**src/hw/rtl/wou_pkg.sv**
```systemverilog
// ----------------------------------------------------------------------------
// wou_pkg
// Shared types, constants and helper functions for the wheel odometry block.
// ----------------------------------------------------------------------------
package wou_pkg;

   localparam int CORDIC_STEPS = 16;
   localparam int ATAN_ENTRIES = 24;
   localparam int STEP_W       = $clog2(ATAN_ENTRIES);

   localparam int CHUNK_W = 16;
   localparam int MAC_A_W = 40;
   localparam int MAC_B_W = CHUNK_W + 1;
   localparam int ACC_W   = 64;
   localparam int WIDE_W  = 38;
   localparam int TRIG_W  = 34;
   localparam int DEG_W   = 34;
   localparam int MOD_W   = 50;
   localparam int MOD_SHIFT = 14;

   localparam logic [31:0] DEG_TO_RAD_Q32 = 32'd74961353;
   localparam logic [31:0] RAD_TO_DEG_Q16 = 32'd3754935;

   localparam logic signed [MOD_W-1:0] TWO_PI_Q32 = 50'sd26986075409;
   localparam logic signed [MOD_W-1:0] PI_Q32     = 50'sd13493037705;
   localparam logic signed [MOD_W-1:0] MOD_TOP    = TWO_PI_Q32 <<< MOD_SHIFT;

   localparam logic signed [TRIG_W-1:0] PI_Q30          = 34'sd3373259426;
   localparam logic signed [TRIG_W-1:0] HALF_PI_Q30     = 34'sd1686629713;
   localparam logic signed [TRIG_W-1:0] CORDIC_GAIN_Q30 = 34'sd652032874;

   localparam logic [15:0] TURN_GAIN_RESET = 16'd2791;

   localparam logic [1:0] CSR_X_DRIFT   = 2'd0;
   localparam logic [1:0] CSR_Y_DRIFT   = 2'd1;
   localparam logic [1:0] CSR_TURN_GAIN = 2'd2;

   localparam logic CMD_UPDATE = 1'b0;
   localparam logic CMD_HOME   = 1'b1;

   typedef struct packed {
      logic               command;
      logic signed [31:0] back_left_deg;
      logic signed [31:0] front_left_deg;
      logic signed [31:0] back_right_deg;
      logic signed [31:0] front_right_deg;
   } req_type;

   typedef struct packed {
      logic signed [31:0] pos_x;
      logic signed [31:0] pos_y;
      logic signed [31:0] heading_deg;
      logic signed [31:0] travel_total;
   } rsp_type;

   typedef struct packed {
      logic en;
      logic clr;
      logic hi;
   } mac_ctl_type;

   function automatic logic signed [31:0] sat32(input logic signed [39:0] v);
      logic signed [31:0] r;
      if (v > 40'sh007fffffff) begin
         r = 32'sh7fffffff;
      end else if (v < -40'sh0080000000) begin
         r = 32'sh80000000;
      end else begin
         r = v[31:0];
      end
      return r;
   endfunction

   function automatic logic signed [WIDE_W-1:0] rnd24(input logic signed [ACC_W-1:0] a);
      logic signed [ACC_W-1:0] t;
      t = a + 64'sd8388608;
      return t[WIDE_W+23:24];
   endfunction

   function automatic logic signed [WIDE_W-1:0] rnd16(input logic signed [ACC_W-1:0] a);
      logic signed [ACC_W-1:0] t;
      t = a + 64'sd32768;
      return t[WIDE_W+15:16];
   endfunction

   function automatic logic signed [TRIG_W-1:0] rnd30(input logic signed [ACC_W-1:0] a);
      logic signed [ACC_W-1:0] t;
      t = a + 64'sd536870912;
      return t[TRIG_W+29:30];
   endfunction

   function automatic logic signed [TRIG_W-1:0] atan_q30(input logic [STEP_W-1:0] idx);
      logic signed [TRIG_W-1:0] r;
      unique case (idx)
         5'd0:  r = 34'sd843314856;
         5'd1:  r = 34'sd497837829;
         5'd2:  r = 34'sd263043836;
         5'd3:  r = 34'sd133525158;
         5'd4:  r = 34'sd67021686;
         5'd5:  r = 34'sd33543515;
         5'd6:  r = 34'sd16775850;
         5'd7:  r = 34'sd8388437;
         5'd8:  r = 34'sd4194282;
         5'd9:  r = 34'sd2097149;
         5'd10: r = 34'sd1048575;
         5'd11: r = 34'sd524287;
         5'd12: r = 34'sd262143;
         5'd13: r = 34'sd131071;
         5'd14: r = 34'sd65535;
         5'd15: r = 34'sd32767;
         5'd16: r = 34'sd16383;
         5'd17: r = 34'sd8191;
         5'd18: r = 34'sd4095;
         5'd19: r = 34'sd2047;
         5'd20: r = 34'sd1023;
         5'd21: r = 34'sd511;
         5'd22: r = 34'sd255;
         5'd23: r = 34'sd127;
         default: r = '0;
      endcase
      return r;
   endfunction

endpackage

```
**src/hw/rtl/wou_mac.sv**
```systemverilog
// ----------------------------------------------------------------------------
// wou_mac
// Shared multiply-accumulate: signed operand times a 16-bit chunk, optionally
// weighted by 2^16, added into a 64-bit accumulator.
// ----------------------------------------------------------------------------
module wou_mac import wou_pkg::*; (
   input  logic                     clock,
   input  mac_ctl_type              ctl,
   input  logic signed [MAC_A_W-1:0] a,
   input  logic signed [MAC_B_W-1:0] b,
   output logic signed [ACC_W-1:0]   acc
);

   logic signed [MAC_A_W+MAC_B_W-1:0] prod;
   logic signed [ACC_W-1:0]           term;
   logic signed [ACC_W-1:0]           base;
   logic signed [ACC_W-1:0]           acc_ff;
   logic signed [ACC_W-1:0]           acc_in;

   assign prod = a * b;

   always_comb begin
      term = {{(ACC_W-MAC_A_W-MAC_B_W){prod[MAC_A_W+MAC_B_W-1]}}, prod};
      if (ctl.hi) begin
         term = term <<< CHUNK_W;
      end
      base   = ctl.clr ? '0 : acc_ff;
      acc_in = ctl.en ? base + term : acc_ff;
   end

   always_ff @(posedge clock) begin
      acc_ff <= acc_in;
   end

   assign acc = acc_ff;

endmodule

```
**config.mk**
```make
export PLATFORM = sky130hd
export DESIGN_NAME = wou_mac
export DESIGN_NICKNAME = d
export VERILOG_FILES = /design/src/hw/rtl/wou_pkg.sv /design/src/hw/rtl/wou_mac.sv
export SDC_FILE = /design/constraint.sdc
export NUM_CORES = 2
export LEC_CHECK = 0
export BUFFER_PORTS_ARGS = -buffer_cell sky130_fd_sc_hd__buf_2
export CORE_MARGIN = 2
export CORE_UTILIZATION = 25
export CTS_CLUSTER_DIAMETER = 150
export DETAILED_ROUTE_END_ITERATION = 8
export SLEW_MARGIN = 30
export SYNTH_ARGS = -nofsm -noshare
export SYNTH_HDL_FRONTEND = slang
export SYNTH_SLANG_ARGS = --single-unit
```
**constraint.sdc**
```tcl
create_clock -name clock -period 30.7 [get_ports clock]
set_clock_uncertainty 0.2 [all_clocks]
set_input_delay 6.14 -clock clock [delete_from_list [all_inputs] [get_ports clock]]
set_output_delay 6.14 -clock clock [all_outputs]
set_load 0.02 [all_outputs]
```
==> metrics.md <==
| Metric | Value |
|---|---|
| Nets | approximately 4,300 |
| Die H | 348 um |
| Core area | 118,000 um2 |
| Worst path slowest cell | a2111oi_2 |
| Share of cells above drive strength 1 | 5.69% |
| Setup Viol. Count Final | 0 |
| Total gr overflow | 0 |
| Vias in the first global route | between 20,000 and 25,000 |
| CP Capture Type | flip-flop |
| Antenna Nets Post-Route | 0 |
| Critical Path AT | 15.93 ns |
| Maxcap violations | 0 |
| Resize count post-CTS | 0 |
| Met1 Use GR | 19.4% |
| # fillers | 12,655 |
| Period utilization | 52.2% |
| Width of the die | 348 um |
| Antenna violations before repair | 13 |
| Clk sinks | between 60 and 70 |
| Clock Path Buffers | 2 |
| Final worst slack | 14.67 ns |
| CTS root buf | clkbuf_16 |
| Fin. Hold Viols | 0 |
| CP required | roughly 31 ns |
| Clk slew on worst S/H paths | approximately 0.07 ns |
| Fin. max-slew vios | 0 |
| Fmax | 62.4 MHz |
| Seq/Total Area, Yosys | 6.51% |
| Most used routing layer | met2 |
| FP Rows | 126 |
| Routed WL | 88.1 mm |
| DR WL/cell | 17.9 um |
| Htree depth | 3 |
| Critical path startpoint category | input port |
| Clk_lat worst skew | 0.36 ns |
| Post-Synthesis Cells | about 3,400 |
| Worst slew margin | 33.1% |
| Largest net degree at the start of global routing | 65 |
| Post-Syn Area | 29,500 um2 |
| Run status | complete, no violations |
| M2 GR Usage | 25.8% |
| Register area | between 1500 and 2000 um2 |
| Wire length of the first global-routing pass | roughly 140 mm |
| Syn_nets | between 4,000 and 5,000 |
| CTS tree | yes |
| Dpl ws | 14.42 ns |
| WS Path Type | in -> reg |
| Area grow syn2layout | 7.99% |
| Router iterations before antenna repair | 5 |
| CP Max Fanout | 23 |
| Most frequent cells in the layout | 723 x inv_1, 642 x fa_1, 470 x nand2_1, 290 x and2_1, 194 x ha_1 |
| Post-synthesis register bit count | 64 |
| Hold WC Path Type | reg -> reg |
| Post-Syn Area per Cell | 8.75 um2 |
| # IOs | 125 |
| Initial Util | 25.1% |
| Worst slew pin tran | 1.00 ns |
| HPWL Detailed | 69.2 mm |
| Slowest stage delay, CP | about 0.66 ns |
| Commonest non-fill, non-tap cell in the layout | inv_1 |
| GP Congestion | 0.866 |
| Largest register FFs | 64 |
| DR vias/cell | 4.63 |
| Post-synth EDFFs | 64 |
| Async set or reset register ratio after synthesis | 0% |
| Synth warnings | 0 |
| Cts hold-fix bufs | 0 |
| Prevailing post-synth register cell | edfxtp_1 |
| Global Route met3 Usage | 2.27% |
| Most used cell along the critical path | fa_1 |
| Residual DRC | 0 |
| Setup TNS | 0 ns |
| Multi-input gate area | 24,300 um2 |
| Post-CTS setup repair buffer count | 0 |
| Num CTS Buffers | 9 |
| Synth unique cells | 77 |
| Die area | 121,000 um2 |
| Gr usage total | approximately 15% |
| DR iter-0 viols | 1,338 |
| RSZ-0062 raised after global routing | no |
| Final min period | roughly 16 ns |
| Via count | approximately 23,000 |
| Buffers on Ports | 124 |
[critical path: cells and delay by family]
kind / cells / cell delay, ns
xor+xnor: 2 / 0.78
compound gates: 9 / 2.36
simple gates: 9 / 1.71
fa+ha+maj: 8 / 3.92
buf+inv: 6 / 0.98
[through the flow]
step           hold slack (ns)  instance area, um2  std cells  utilization (%)
5_1_grt                  0.560               31900       4909             27.1
3_5_place_dp             0.508               31600       4893             26.9
2_1_floorplan            0.608               29500       3375                -
3_3_place_gp             0.490               31600       4893             26.9
4_1_cts                  0.527               31900       4909             27.1
6_report                 0.520               31900       4912             27.1
[final cells by class]
type                            count  area share [%]
Antenna cell                        3          0.0235
Clock buffer                       10           0.718
Clock inverter                      6           0.188
Inverter                          725            8.54
Multi-Input combinational cell   2427            76.1
Sequential cell                    64            6.03
Tap cell                         1536            6.03
Timing Repair Buffer              141            2.35
[cell usage after synthesis (3+ instances only)]
cell type  number  area (um2)
and4_1          4        35.0
o21a_1          6        45.0
nand2_1       470        1760
mux2i_1         5        50.1
o21bai_1       18         135
buf_1           3        11.3
and2_1        290        1810
a211oi_1       14         105
o211ai_1       10        75.1
o21ai_1         7        35.0
xnor2_1        76         666
nand4_1        23         144
buf_2           3        15.0
a21o_1         61         458
a31oi_1        12        75.1
nand2b_1       22         138
clkbuf_1      152         571
and3_1         12        75.1
o2111ai_1       3        26.3
o31a_1          3        26.3
a21oi_1       113         566
a221o_1         6        60.1
xor2_1         40         350
edfxtp_1       64        1920
nor2b_1        82         513
nand3_1        37         185
fa_1          642       12900
nor2_1        100         375
a21oi_2         3        26.3
nor3_1         11        55.1
ha_1          194        2430
inv_1         723        2710
mux2_2         10         113
o31ai_1        11        82.6
or3_1           7        43.8
a31o_2          4        35.0
a21boi_0        4        30.0
o21ai_0        82         410
o211ai_2        3        37.5
[kinds of logic after synthesis]
family,after synthesis,synth area share [%]
AO/OA/AOI/OAI,392,8.72
XOR/XNOR,117,3.52
AND/OR/NAND/NOR,1067,17.7
flip-flops,64,6.51
buffers and inverters,884,11.3
adder cells (fa/ha/maj),836,51.8
multiplexers,15,0.551
[routing by layer]
layer	share of wire, %	vias up
met4	3.0	10
li1	-	10200
met3	6.1	152
met1	42	11681
met5	0.074	-
met2	49	707
[final timing paths]
check,start,end,slack (ns),cells past startpoint
worst max-delay path,b[9],acc[63],14.67,34
worst min-delay path,acc[0],acc[0],0.52,2
worst max register to register,acc[0],acc[48],26.49,15
worst min register to register,acc[0],acc[0],0.52,2
Power is not shown: default switching activity piles up to over one toggle a cycle in this logic, so the estimate is an artifact.
