`src/hw/rtl/wou_pkg.sv`:
```
// ----------------------------------------------------------------------------
// wou_pkg
// Shared types, constants and helper functions for the wheel odometry block.
// ----------------------------------------------------------------------------
package wou_pkg;

   localparam int CORDIC_STEPS = 16;
   localparam int ATAN_ENTRIES = 24;
   localparam int STEP_W       = $clog2(ATAN_ENTRIES);

   localparam int CHUNK_W = 16;
   localparam int MAC_A_W = 40;
   localparam int MAC_B_W = CHUNK_W + 1;
   localparam int ACC_W   = 64;
   localparam int WIDE_W  = 38;
   localparam int TRIG_W  = 34;
   localparam int DEG_W   = 34;
   localparam int MOD_W   = 50;
   localparam int MOD_SHIFT = 14;

   localparam logic [31:0] DEG_TO_RAD_Q32 = 32'd74961353;
   localparam logic [31:0] RAD_TO_DEG_Q16 = 32'd3754935;

   localparam logic signed [MOD_W-1:0] TWO_PI_Q32 = 50'sd26986075409;
   localparam logic signed [MOD_W-1:0] PI_Q32     = 50'sd13493037705;
   localparam logic signed [MOD_W-1:0] MOD_TOP    = TWO_PI_Q32 <<< MOD_SHIFT;

   localparam logic signed [TRIG_W-1:0] PI_Q30          = 34'sd3373259426;
   localparam logic signed [TRIG_W-1:0] HALF_PI_Q30     = 34'sd1686629713;
   localparam logic signed [TRIG_W-1:0] CORDIC_GAIN_Q30 = 34'sd652032874;

   localparam logic [15:0] TURN_GAIN_RESET = 16'd2791;

   localparam logic [1:0] CSR_X_DRIFT   = 2'd0;
   localparam logic [1:0] CSR_Y_DRIFT   = 2'd1;
   localparam logic [1:0] CSR_TURN_GAIN = 2'd2;

   localparam logic CMD_UPDATE = 1'b0;
   localparam logic CMD_HOME   = 1'b1;

   typedef struct packed {
      logic               command;
      logic signed [31:0] back_left_deg;
      logic signed [31:0] front_left_deg;
      logic signed [31:0] back_right_deg;
      logic signed [31:0] front_right_deg;
   } req_type;

   typedef struct packed {
      logic signed [31:0] pos_x;
      logic signed [31:0] pos_y;
      logic signed [31:0] heading_deg;
      logic signed [31:0] travel_total;
   } rsp_type;

   typedef struct packed {
      logic en;
      logic clr;
      logic hi;
   } mac_ctl_type;

   function automatic logic signed [31:0] sat32(input logic signed [39:0] v);
      logic signed [31:0] r;
      if (v > 40'sh007fffffff) begin
         r = 32'sh7fffffff;
      end else if (v < -40'sh0080000000) begin
         r = 32'sh80000000;
      end else begin
         r = v[31:0];
      end
      return r;
   endfunction

   function automatic logic signed [WIDE_W-1:0] rnd24(input logic signed [ACC_W-1:0] a);
      logic signed [ACC_W-1:0] t;
      t = a + 64'sd8388608;
      return t[WIDE_W+23:24];
   endfunction

   function automatic logic signed [WIDE_W-1:0] rnd16(input logic signed [ACC_W-1:0] a);
      logic signed [ACC_W-1:0] t;
      t = a + 64'sd32768;
      return t[WIDE_W+15:16];
   endfunction

   function automatic logic signed [TRIG_W-1:0] rnd30(input logic signed [ACC_W-1:0] a);
      logic signed [ACC_W-1:0] t;
      t = a + 64'sd536870912;
      return t[TRIG_W+29:30];
   endfunction

   function automatic logic signed [TRIG_W-1:0] atan_q30(input logic [STEP_W-1:0] idx);
      logic signed [TRIG_W-1:0] r;
      unique case (idx)
         5'd0:  r = 34'sd843314856;
         5'd1:  r = 34'sd497837829;
         5'd2:  r = 34'sd263043836;
         5'd3:  r = 34'sd133525158;
         5'd4:  r = 34'sd67021686;
         5'd5:  r = 34'sd33543515;
         5'd6:  r = 34'sd16775850;
         5'd7:  r = 34'sd8388437;
         5'd8:  r = 34'sd4194282;
         5'd9:  r = 34'sd2097149;
         5'd10: r = 34'sd1048575;
         5'd11: r = 34'sd524287;
         5'd12: r = 34'sd262143;
         5'd13: r = 34'sd131071;
         5'd14: r = 34'sd65535;
         5'd15: r = 34'sd32767;
         5'd16: r = 34'sd16383;
         5'd17: r = 34'sd8191;
         5'd18: r = 34'sd4095;
         5'd19: r = 34'sd2047;
         5'd20: r = 34'sd1023;
         5'd21: r = 34'sd511;
         5'd22: r = 34'sd255;
         5'd23: r = 34'sd127;
         default: r = '0;
      endcase
      return r;
   endfunction

endpackage

```
`src/hw/rtl/wou_cordic.sv`:
```
// ----------------------------------------------------------------------------
// wou_cordic
// Iterative angle reduction (modulo 2*pi by shifted subtraction), quadrant
// fold and CORDIC rotation. Produces cos and sin in Q30.
// ----------------------------------------------------------------------------
module wou_cordic import wou_pkg::*; (
   input  logic                     clock,
   input  logic                     reset,
   input  logic                     start,
   input  logic signed [31:0]       angle,
   output logic                     done,
   output logic signed [TRIG_W-1:0] cos_q30,
   output logic signed [TRIG_W-1:0] sin_q30
);

   localparam logic [2:0] P_IDLE = 3'd0;
   localparam logic [2:0] P_MOD  = 3'd1;
   localparam logic [2:0] P_WRAP = 3'd2;
   localparam logic [2:0] P_FOLD = 3'd3;
   localparam logic [2:0] P_ROT  = 3'd4;
   localparam logic [2:0] P_NEG  = 3'd5;

   localparam int CNT_W = $clog2(MOD_SHIFT + 1);

   logic [2:0]               phase_ff, phase_in;
   logic [CNT_W-1:0]         cnt_ff, cnt_in;
   logic [STEP_W-1:0]        i_ff, i_in;
   logic                     done_ff, done_in;
   logic                     neg_ff, neg_in;
   logic signed [MOD_W-1:0]  v_ff, v_in;
   logic signed [MOD_W-1:0]  m_ff, m_in;
   logic signed [TRIG_W-1:0] x_ff, x_in;
   logic signed [TRIG_W-1:0] y_ff, y_in;
   logic signed [TRIG_W-1:0] z_ff, z_in;
   logic signed [TRIG_W-1:0] cos_ff, cos_in;
   logic signed [TRIG_W-1:0] sin_ff, sin_in;

   logic signed [MOD_W-1:0]  ang_ext;
   logic signed [MOD_W-1:0]  diff;
   logic signed [MOD_W-1:0]  vq;
   logic signed [TRIG_W-1:0] zt;
   logic signed [TRIG_W-1:0] xs;
   logic signed [TRIG_W-1:0] ys;
   logic signed [TRIG_W-1:0] at;

   always_comb begin
      ang_ext = {{(MOD_W-48){angle[31]}}, angle, 16'h0000};
      diff    = v_ff - m_ff;
      vq      = v_ff >>> 2;
      zt      = vq[TRIG_W-1:0];
      xs      = x_ff >>> i_ff;
      ys      = y_ff >>> i_ff;
      at      = atan_q30(i_ff);

      phase_in = phase_ff;
      cnt_in   = cnt_ff;
      i_in     = i_ff;
      done_in  = 1'b0;
      neg_in   = neg_ff;
      v_in     = v_ff;
      m_in     = m_ff;
      x_in     = x_ff;
      y_in     = y_ff;
      z_in     = z_ff;
      cos_in   = cos_ff;
      sin_in   = sin_ff;

      unique case (phase_ff)
         P_IDLE: begin
            if (start) begin
               v_in     = angle[31] ? ang_ext + MOD_TOP : ang_ext;
               m_in     = MOD_TOP;
               cnt_in   = CNT_W'(MOD_SHIFT);
               phase_in = P_MOD;
            end
         end
         P_MOD: begin
            if (!diff[MOD_W-1]) begin
               v_in = diff;
            end
            m_in = m_ff >>> 1;
            if (cnt_ff == '0) begin
               phase_in = P_WRAP;
            end else begin
               cnt_in = cnt_ff - 1'b1;
            end
         end
         P_WRAP: begin
            if (v_ff >= PI_Q32) begin
               v_in = v_ff - TWO_PI_Q32;
            end
            phase_in = P_FOLD;
         end
         P_FOLD: begin
            priority if (zt > HALF_PI_Q30) begin
               z_in   = zt - PI_Q30;
               neg_in = 1'b1;
            end else if (zt < -HALF_PI_Q30) begin
               z_in   = zt + PI_Q30;
               neg_in = 1'b1;
            end else begin
               z_in   = zt;
               neg_in = 1'b0;
            end
            x_in     = CORDIC_GAIN_Q30;
            y_in     = '0;
            i_in     = '0;
            phase_in = P_ROT;
         end
         P_ROT: begin
            if (!z_ff[TRIG_W-1]) begin
               x_in = x_ff - ys;
               y_in = y_ff + xs;
               z_in = z_ff - at;
            end else begin
               x_in = x_ff + ys;
               y_in = y_ff - xs;
               z_in = z_ff + at;
            end
            if (i_ff == STEP_W'(CORDIC_STEPS - 1)) begin
               phase_in = P_NEG;
            end else begin
               i_in = i_ff + 1'b1;
            end
         end
         P_NEG: begin
            cos_in   = neg_ff ? -x_ff : x_ff;
            sin_in   = neg_ff ? -y_ff : y_ff;
            done_in  = 1'b1;
            phase_in = P_IDLE;
         end
         default: begin
            phase_in = P_IDLE;
         end
      endcase
   end

   always_ff @(posedge clock) begin
      if (reset) begin
         phase_ff <= P_IDLE;
         done_ff  <= 1'b0;
      end else begin
         phase_ff <= phase_in;
         done_ff  <= done_in;
      end
      cnt_ff <= cnt_in;
      i_ff   <= i_in;
      neg_ff <= neg_in;
      v_ff   <= v_in;
      m_ff   <= m_in;
      x_ff   <= x_in;
      y_ff   <= y_in;
      z_ff   <= z_in;
      cos_ff <= cos_in;
      sin_ff <= sin_in;
   end

   assign done    = done_ff;
   assign cos_q30 = cos_ff;
   assign sin_q30 = sin_ff;

endmodule

```
`config.mk`:
```
export PLATFORM = sky130hd
export DESIGN_NAME = wou_cordic
export DESIGN_NICKNAME = d
export VERILOG_FILES = /design/src/hw/rtl/wou_pkg.sv /design/src/hw/rtl/wou_cordic.sv
export SDC_FILE = /design/constraint.sdc
export NUM_CORES = 1
export LEC_CHECK = 0
export BUFFER_PORTS_ARGS = -buffer_cell sky130_fd_sc_hd__buf_2
export CAP_MARGIN = 5
export CELL_PAD_IN_SITES_DETAIL_PLACEMENT = 0
export CELL_PAD_IN_SITES_GLOBAL_PLACEMENT = 2
export CORE_MARGIN = 2
export CORE_UTILIZATION = 37
export DETAILED_ROUTE_END_ITERATION = 12
export GPL_TIMING_DRIVEN = 0
export PLACE_DENSITY_LB_ADDON = 0.1
export SLEW_MARGIN = 5
export SYNTH_ARGS = -nofsm -noshare
export SYNTH_HDL_FRONTEND = slang
export SYNTH_SLANG_ARGS = --single-unit
export TNS_END_PERCENT = 30
```
`constraint.sdc`:
```
create_clock -name clock -period 5.2 [get_ports clock]
set_input_delay 0.52 -clock clock [delete_from_list [all_inputs] [get_ports clock]]
set_output_delay 0.52 -clock clock [all_outputs]
set_load 0.1 [all_outputs]
```
==> flow_summary.ini <==
[logic_synthesis]
yosysMostFrequentCell = nor2_1
yosys-top-cells-count = nor2_1 (338), nand2_1 (310), edfxtp_1 (279), a21oi_1 (240), xnor2_1 (225)
seq_area_frac_synth = 0.301
synth.distinct_cells = 102
synthTopCellsByArea = edfxtp_1 (28%), ha_1 (7.1%), xnor2_1 (6.5%), mux4_2 (5.6%), xor2_1 (4.5%)
synth_cells = 3421
async_reset_ff_frac = 0
syn-num-nets = 3630
synth_edf_count = 279
syn_area_sq_um = 30100
ys.flop_type = edfxtp_1
synth-seq-cells = 313
avgSynthCellArea_sq_um = 8.80
ys.warnings.count = 0
yosys.area.top_type = edfxtp_1
yosysTopAreaCellShare = 0.278

[placement]
dp.cells = 4595
dp_slack_ns = -2.00
gp_congestion = 1.03
port_buffers = 103
placed_cell_area_sq_um = 32200
dp_hpwl_um = 99900

[critical_path]
required_ns = 5.49
r2r_cells = 27
reg2reg_from = i_ff[0]$_DFFE_PN_
critPathLaunchType = register
critPathArrivalTime_ns = 6.13
regToRegSetupSlack_ns = -0.64
criticalPathCategory = register to register
r2r-end = x_ff[31]$_SDFFCE_PN0N_
end_kind = register
cp_max_fo = 5

[detailed_routing]
routed_wl_um = 130000
routed-via-count = 28755
ant_nets = 0
vias_per_cell = 5.95
firstDrtPassIters = 5
drt_iter0_drc = 2086
remaining_drc_errors = 0
wire_per_inst_um = 26.9

[global_routing]
overflow = 0
grt_util_all_layers = 0.303
grt_pass1_wl_um = 188000
grt_max_degree = 51
grt_pass1_vias = 28786
antenna_found_initial = 4

[cells_and_area]
drive_gt1_frac = 0.209
final_cells = 4834
finish.utilization = 0.454
final_cell_area_sq_um = 36600
fill_cells = 7890
nNetsFinal = 3951
syn2layout_area_growth_pct = 21.6

[sta]
period_needed_ns = 5.84
period_share = 1.12
final_max_slew_viol_count = 0
rsz0062_at_grt = yes
finClkSkew_ns = 0.0212
final_hold_viol_count = 0
worstMarginPinSlew_ns = 1.25
worst_slew_margin_rel = 0.164
max_clock_freq_ghz = 0.171
finalSetupTns_ns = -13.40
finalSetupViolCount = 41
worst_slack_ns = -0.637

[clocking]
ctsHoldBuffers = 0
clk_path_buf_depth = 3
clkTransAtPathRegs_ns = 0.06
cts_made_buffers = 41
cts.sinks = 313
cts_root_buf = clkbuf_16
tritoncts = done
insertion_delay_ns = 0.60
htree_num_levels = 2

[worst_hold_path]
hold-path-cell-count = 2
hp-start = reset
hold_end = phase_ff[0]$_SDFFE_PP0P_
hold_path.class = input pin to register

[die]
coreArea_sq_um = 80500
die_h_um = 289
dieArea_sq_um = 83600
initial_core_util = 0.374
row_count = 104
io_pins = 104
die_w_um = 289

[run]
drv_cap = 0

[outcome]
failed_checks = setup timing
status = finished, violations left

[power]
power.leakage_nw = 14.1
powerDensity_nw_per_um2 = 422
vdd_drop_max_mv = 0.292
-- cells in the final DEF (no fill, tap or decap), types with 125 or more instances in the layout --
cell type  synthesis  final
xnor2_1          225    212
nor2_1           338    322
a21oi_1          240    202
clkbuf_1         151    138
nand2_1          310    305
o21ai_0          219    194
edfxtp_1         279    279
inv_1            128    125
xor2_1           154    152
ha_1             170    156
buf_4              5    147
-- flip-flops by register name (all words and copies together), names as in the netlist --
| register | count |
|---|---|
| i_ff | 5 |
| m_ff | 49 |
| done | 1 |
| at | 30 |
| neg_ff | 1 |
| z_ff | 34 |
| phase_ff | 3 |
| cos_q30 | 34 |
| x_ff | 34 |
| y_ff | 34 |
| sin_q30 | 34 |
| cnt_ff | 4 |
| v_ff | 50 |
-- critical path, stage by stage (launching register included) --
cell	delay [ns]
edfxtp_1	0.52
buf_6	0.19
buf_12	0.13
buf_12	0.13
buf_12	0.12
mux4_2	0.54
mux2i_1	0.21
o22ai_2	0.14
a221oi_4	0.20
buf_6	0.17
ha_4	0.15
inv_2	0.04
nor3_4	0.21
buf_6	0.13
and2b_2	0.20
a31oi_1	0.11
xor2_1	0.21
ha_1	0.37
buf_6	0.15
a221oi_4	0.26
nand3b_1	0.16
o211ai_1	0.22
a21boi_4	0.26
a31oi_4	0.12
a41oi_2	0.23
nand2b_1	0.10
xnor2_1	0.17
nor2_1	0.06
-- where the power goes --
part / total, mW / internal [mW] / switching (mW)
clock network: 2.89 / 1.66 / 1.23
logic: 8.79 / 3.50 / 5.29
registers: 3.77 / 3.36 / 0.412
-- worst max path at each step --
stage	cells after the start	startpoint	end
2_1_floorplan	23	i_ff[1]$_DFFE_PN_	y_ff[30]$_SDFFCE_PN0N_
3_3_place_gp	25	i_ff[0]$_DFFE_PN_	x_ff[33]$_SDFFCE_PN0N_
3_5_place_dp	25	i_ff[0]$_DFFE_PN_	x_ff[33]$_SDFFCE_PN0N_
4_1_cts	24	i_ff[0]$_DFFE_PN_	y_ff[33]$_SDFFCE_PN0N_
5_1_grt	27	i_ff[0]$_DFFE_PN_	x_ff[31]$_SDFFCE_PN0N_
6_report	27	i_ff[0]$_DFFE_PN_	x_ff[31]$_SDFFCE_PN0N_
-- stage by stage --
| stage | total power [mW] | hold slack (ns) |
|---|---|---|
| 2_1_floorplan | 9.40 | 0.469 |
| 3_3_place_gp | 11.6 | 0.500 |
| 3_5_place_dp | 11.6 | 0.507 |
| 4_1_cts | 15.0 | 0.133 |
| 5_1_grt | 16.5 | 0.139 |
| 6_report | 15.5 | 0.159 |
-- routing by layer --
layer,part of all wire,track usage
met4,0.058,0.154
met3,0.049,0.0385
met2,0.50,0.541
met1,0.40,0.355
met5,0,0.00341
-- logic make-up (layout without fill, tap and decap cells) --
logic type / after synthesis / after routing / share of synthesized area
AO/OA/AOI/OAI: 952 / 952 / 0.204
adder cells (fa/ha/maj): 174 / 174 / 0.0733
AND/OR/NAND/NOR: 1071 / 1071 / 0.169
buffers and inverters: 347 / 699 / 0.0484
multiplexers: 185 / 185 / 0.0943
other: 0 / 1 / 0
flip-flops: 313 / 313 / 0.301
XOR/XNOR: 379 / 379 / 0.110
-- final cells by class --
cell class              instances  area (sq um)  share of cell area
flip-flops and latches        313          9060               0.248
clock inverters                21           211             0.00578
clock buffers                  53          1110              0.0303
plain buffers                 215          1210              0.0332
inverters                     131           495              0.0135
diodes                          1          2.50           0.0000684
repair buffers                279          2100              0.0575
well taps                    1060          1330              0.0362
multi-input cells            2761         21100               0.576
-- timing repair --
action	CTS	global route
setup endpoints to repair	140	122
cloned	1	0
resized for setup	273	144
pin swaps	90	109
setup buffers	96	70
(Power assumes the default switching activity.)
